[src/design/abbd_pkg.sv]
`timescale 1ns / 1ps
// ----------------------------------------------------------------------------
// Supervisor bus decoder package
// Shared access codes, reset values and types for the supervisor bus decoder.
// ----------------------------------------------------------------------------
package abbd_pkg;

  localparam logic [1:0] MODE_MEM_RD = 2'd0;
  localparam logic [1:0] MODE_MEM_WR = 2'd1;
  localparam logic [1:0] MODE_IO_RD  = 2'd2;
  localparam logic [1:0] MODE_IO_WR  = 2'd3;

  localparam logic [1:0] ROM_NONE  = 2'd0;
  localparam logic [1:0] ROM_BIOS  = 2'd1;
  localparam logic [1:0] ROM_INSTR = 2'd2;

  localparam logic [1:0] CFG_DIP      = 2'd0;
  localparam logic [1:0] CFG_KEY_LOW  = 2'd1;
  localparam logic [1:0] CFG_KEY_HIGH = 2'd2;

  localparam logic [1:0] IO_PORT_NMI      = 2'd0;
  localparam logic [1:0] IO_PORT_DIP_LOW  = 2'd1;
  localparam logic [1:0] IO_PORT_DIP_HIGH = 2'd2;

  localparam logic [4:0] IO_SAVE_BANK = 5'd15;
  localparam logic [4:0] IO_CTRL_HI_BASE = 5'd1;
  localparam logic [4:0] IO_CHAN_BASE = 5'd11;

  localparam logic [9:0] CTRL_RESET = 10'h37f;
  localparam logic [7:0] PROM_IDLE_BITS = 8'he7;
  localparam logic [7:0] PROM_DATA_BIT = 8'h08;
  localparam logic [7:0] PROM_TEST_LIMIT = 8'h40;

  localparam int RAM_AW = 11;
  localparam int RAM_DEPTH = 2 ** RAM_AW;

  typedef struct packed {
    logic [63:0] key_low;
    logic [7:0]  key_high;
  } abbd_key_t;

  typedef enum logic [1:0] {
    SRC_LOGIC = 2'd0,
    SRC_WRAM  = 2'd1,
    SRC_SRAM  = 2'd2
  } abbd_src_t;

endpackage

[src/design/abbd_prom.sv]
`timescale 1ns / 1ps
// ----------------------------------------------------------------------------
// Key PROM serial port
// Holds the bit counter, clock level and test mode of the serial key PROM and
// forms the byte returned by a read of the PROM port.
// ----------------------------------------------------------------------------
module abbd_prom (
  input  logic              clk,
  input  logic              rst_n,
  input  logic              wr_en,
  input  logic [7:0]        wr_data,
  input  abbd_pkg::abbd_key_t key,
  output logic [7:0]        rd_data
);
  import abbd_pkg::*;

  logic       test_mode_r;
  logic       clk_level_r;
  logic [7:0] counter_r;
  logic [7:0] counter_nxt;
  logic       key_bit;
  logic [7:0] data_part;

  always_comb begin
    counter_nxt = counter_r;
    if (clk_level_r && !wr_data[3]) begin
      counter_nxt = counter_r + 8'd1;
    end
    if (!wr_data[0]) begin
      counter_nxt = '0;
    end
  end

  always_ff @(posedge clk) begin
    if (!rst_n) begin
      test_mode_r <= 1'b0;
      clk_level_r <= 1'b0;
      counter_r   <= '0;
    end else if (wr_en) begin
      test_mode_r <= wr_data[4];
      clk_level_r <= wr_data[3];
      counter_r   <= counter_nxt;
    end
  end

  always_comb begin
    key_bit = 1'b0;
    if (counter_r[7:6] == 2'b00) begin
      key_bit = key.key_low[counter_r[5:0]];
    end else if (counter_r[7:3] == 5'd8) begin
      key_bit = key.key_high[counter_r[2:0]];
    end
    if (!test_mode_r || counter_r < PROM_TEST_LIMIT) begin
      data_part = {4'b0, ~key_bit, 3'b0};
    end else begin
      data_part = (counter_r[1] ? 8'h00 : key.key_high) ^ PROM_DATA_BIT;
    end
    rd_data = PROM_IDLE_BITS | data_part | {3'b0, ~counter_r[5], 4'b0};
  end

endmodule

[config.mk]
export PLATFORM = sky130hd
export DESIGN_NAME = abbd_prom
export DESIGN_NICKNAME = d
export VERILOG_FILES = /design/src/design/abbd_pkg.sv /design/src/design/abbd_prom.sv
export SDC_FILE = /design/constraint.sdc
export NUM_CORES = 1
export LEC_CHECK = 0
export BUFFER_PORTS_ARGS = -buffer_cell sky130_fd_sc_hd__buf_4
export CAP_MARGIN = 0
export CORE_MARGIN = 8
export CORE_UTILIZATION = 43
export DETAILED_ROUTE_END_ITERATION = 12
export PLACE_DENSITY = 0.93
export SYNTH_ARGS = -nofsm -noshare
export SYNTH_HDL_FRONTEND = slang
export SYNTH_SLANG_ARGS = --single-unit
[constraint.sdc]
create_clock -name clk -period 5.35 [get_ports clk]
set_input_delay 1.07 -clock clk [delete_from_list [all_inputs] [get_ports clk]]
set_output_delay 1.07 -clock clk [all_outputs]
set_load 0.02 [all_outputs]
==> results.py <==
metrics = {
    "sta": {
        "drv_slew": 0,
        "hold_viol": 0,
        "final.min_clock_period_ns": 3.76,
        "relSlewSlack_pct": 35.0,
        "fmaxAchievable_mhz": 266,
        "grt_setup_unrepaired": "no",
        "period_share_pct": 70.4,
        "fin_ws_ns": 1.59,
        "finClkSkew_ns": 0.00180,
        "worstMarginPinSlew_ns": 0.974,
        "whs_ns": 0.538,
        "setup-tns-final_ns": 0,
        "setup-violations-final": 0,
    },
    "global_routing": {
        "grt_first_pass_wirelength_um": 6260,
        "grt_antenna_before_repair": 0,
        "grt_max_degree": 23,
        "grt-ovfl-total": 0,
        "grt_pass1_vias": 1422,
        "globalRouteTotalUtil_pct": 17.6,
    },
    "yosys": {
        "async_flop_share_pct": 0,
        "synth_ff_type": "dfxtp_1",
        "syn_area_mm2": 0.00118,
        "synth_seq_cells": 10,
        "syn_avg_cell_area_um2": 10.6,
        "synth_area_leaders": "mux4_1 18%, mux4_2 17%, dfxtp_1 17%",
        "synth_edf_count": 0,
        "synthMostInstantiatedCell": "dfxtp_1",
        "ys_top_cells_by_count": "10 x dfxtp_1, 9 x mux2i_1, 9 x mux4_2",
        "synth_cells": 111,
        "synth-seq-area-share_pct": 17.0,
        "synth.distinct_cells": 35,
        "synth_top_area_share_pct": 17.9,
        "synth_area_leader_cell": "mux4_1",
        "yosysWarnings": 0,
    },
    "setup_path": {
        "slowest_stage": "dfxtp_1",
        "worstPathCellList": "mux4_2 > mux2i_1 > nand3b_1 > a41o_1 > a31oi_1 > buf_4",
        "worst_setup_path_start_kind": "flop",
        "cp_max_fo": 20,
        "critPathArrivalTime_ns": 2.69,
        "endpoint_kind": "primary output",
        "required_ns": 4.28,
        "reg2reg_from": "counter_r[1]",
        "reg2reg_slack_ns": 3.19,
        "crit_type": "reg -> out",
        "regToRegEndpoint": "counter_r[5]",
        "critPathMaxStageDelay_ns": 0.97,
        "reg2reg_depth": 5,
    },
    "place": {
        "place_ws_ns": 1.78,
        "dp_hpwl_um": 3440,
        "globalplace.congestion": 0.727,
        "portBuffers": 79,
    },
    "detailed_routing": {
        "dr.max_layer_used": "met4",
        "dr_total_vias": 1249,
        "met1_length_um": 1300,
        "drc": 0,
        "drt_iter0_markers": 41,
        "viasPerCell": 5.76,
        "routed_wl_um": 4010,
        "wl_per_cell_um": 18.5,
        "ant_nets": 0,
        "dr_wl_met2_um": 2080,
        "drtPass1Iterations": 7,
        "wl_met3_um": 530,
    },
    "clocking": {
        "cts_max_path_buffers": 2,
        "ctsHoldBuffers": 0,
        "cts_tree": "done",
        "cts.sinks": 10,
        "cts_setup_buffers": 0,
        "cts_buffers": 3,
        "htreeDepth": 1,
        "clock-root-buffer": "clkbuf_4",
        "cts_resized": 0,
        "clk_pin_slew_ns": 0.07,
        "clock_latency_ns": 0.27,
    },
    "floorplan": {
        "die-area_mm2": 0.00466,
        "chipWidth_um": 68.3,
        "ioPinCount": 91,
        "initial_core_util_pct": 43.8,
        "num_rows": 19,
        "die_h_um": 68.3,
        "coreArea_mm2": 0.00269,
    },
    "status": {
        "status": "finished, final reports clean",
    },
    "final_layout": {
        "area_growth_pct": 50.9,
        "drive_above_1_share_pct": 51.1,
        "nets": 271,
        "final_util_pct": 66.0,
        "n_antenna_cell": 0,
    },
    "flow_run": {
        "maxCapViolCount": 0,
    },
    "power": {
        "total_power_uw": 216,
        "powerDensity_mw_per_mm2": 122,
        "vdd_drop_max_mv": 0.0964,
        "p_leak_uw": 0.000751,
    },
    "worst_hold_path": {
        "holdPathStages": 2,
        "hold_path_end": "clk_level_r",
        "hold_path.startpoint": "clk_level_r",
        "hold_class": "reg -> reg",
    },
}
power by group:
group          total [uW]  switching [uW]  internal (uW)  leakage [uW]
logic                69.8            20.5           49.3      0.000649
registers            76.7            1.36           75.4     0.0000809
clock network        69.5            28.2           41.3     0.0000210
layout by cell type, fill, tap and decap left out, types with 2 or more instances in the layout:
cell type and n:
mux2_2 3, nor3_1 2, nand4_1 2, mux2i_1 9, o21a_1 3, dfxtp_1 10, nand2_1 8, and3_1 2
nor2_1 8, conb_1 6, a31oi_1 2, clkbuf_4 3, nor2b_1 6, mux4_1 8, xor2_1 5, nand3_1 5
mux4_2 9, buf_4 79, inv_1 2
metal layers:
layer	vias up	track usage [%]
met3	10	8.18
met2	95	32.6
met4	0	6.91
met5	-	0
li1	573	-
met1	571	16.4
cell type report:
| cell class | count | area [um2] |
|---|---|---|
| Fill cell | 183 | 912 |
| Timing Repair Buffer | 79 | 593 |
| Clock buffer | 4 | 36.3 |
| Inverter | 2 | 7.51 |
| Sequential cell | 10 | 200 |
| Tap cell | 31 | 38.8 |
| Multi-Input combinational cell | 91 | 898 |
cells by family after synthesis:
family | count (synthesis) | synth area share, %
AOI/OAI and AO/OA | 11 | 6.59
muxes | 29 | 45.6
buffers and inverters | 15 | 8.19
other | 1 | 0.319
xor gates and xnor gates | 6 | 4.47
adders and majority gates | 1 | 1.06
DFF | 10 | 17.0
and+or+nand+nor | 38 | 16.7
registers in the layout, summed over array words and instances (netlist names):
signal,count
test_mode_r,1
clk_level_r,1
counter_r,8
metrics by stage:
| step | instance area, um2 | std cells |
|---|---|---|
| after floorplan | 1190 | 116 |
| after global placement | 1740 | 213 |
| after detailed placement | 1740 | 213 |
| after CTS | 1770 | 217 |
| after global routing | 1770 | 217 |
| final | 1770 | 217 |
how the worst max path moves through the flow:
stage / startpoint / endpoint / cells past startpoint
6_report: counter_r[1] / rd_data[3] / 6
3_3_place_gp: key[1] / rd_data[3] / 6
4_1_cts: counter_r[1] / rd_data[3] / 6
5_1_grt: counter_r[1] / rd_data[3] / 6
3_5_place_dp: key[1] / rd_data[3] / 6
2_1_floorplan: key[5] / rd_data[3] / 4
worst max-delay path, delay by kind of cell (launching register included):
kind | cells | cell delay, ns
DFF | 1 | 0.97
muxes | 2 | 0.80
AOI/OAI and AO/OA | 2 | 0.39
buffers and inverters | 1 | 0.17
and+or+nand+nor | 1 | 0.10
(Power assumes the default switching activity.)
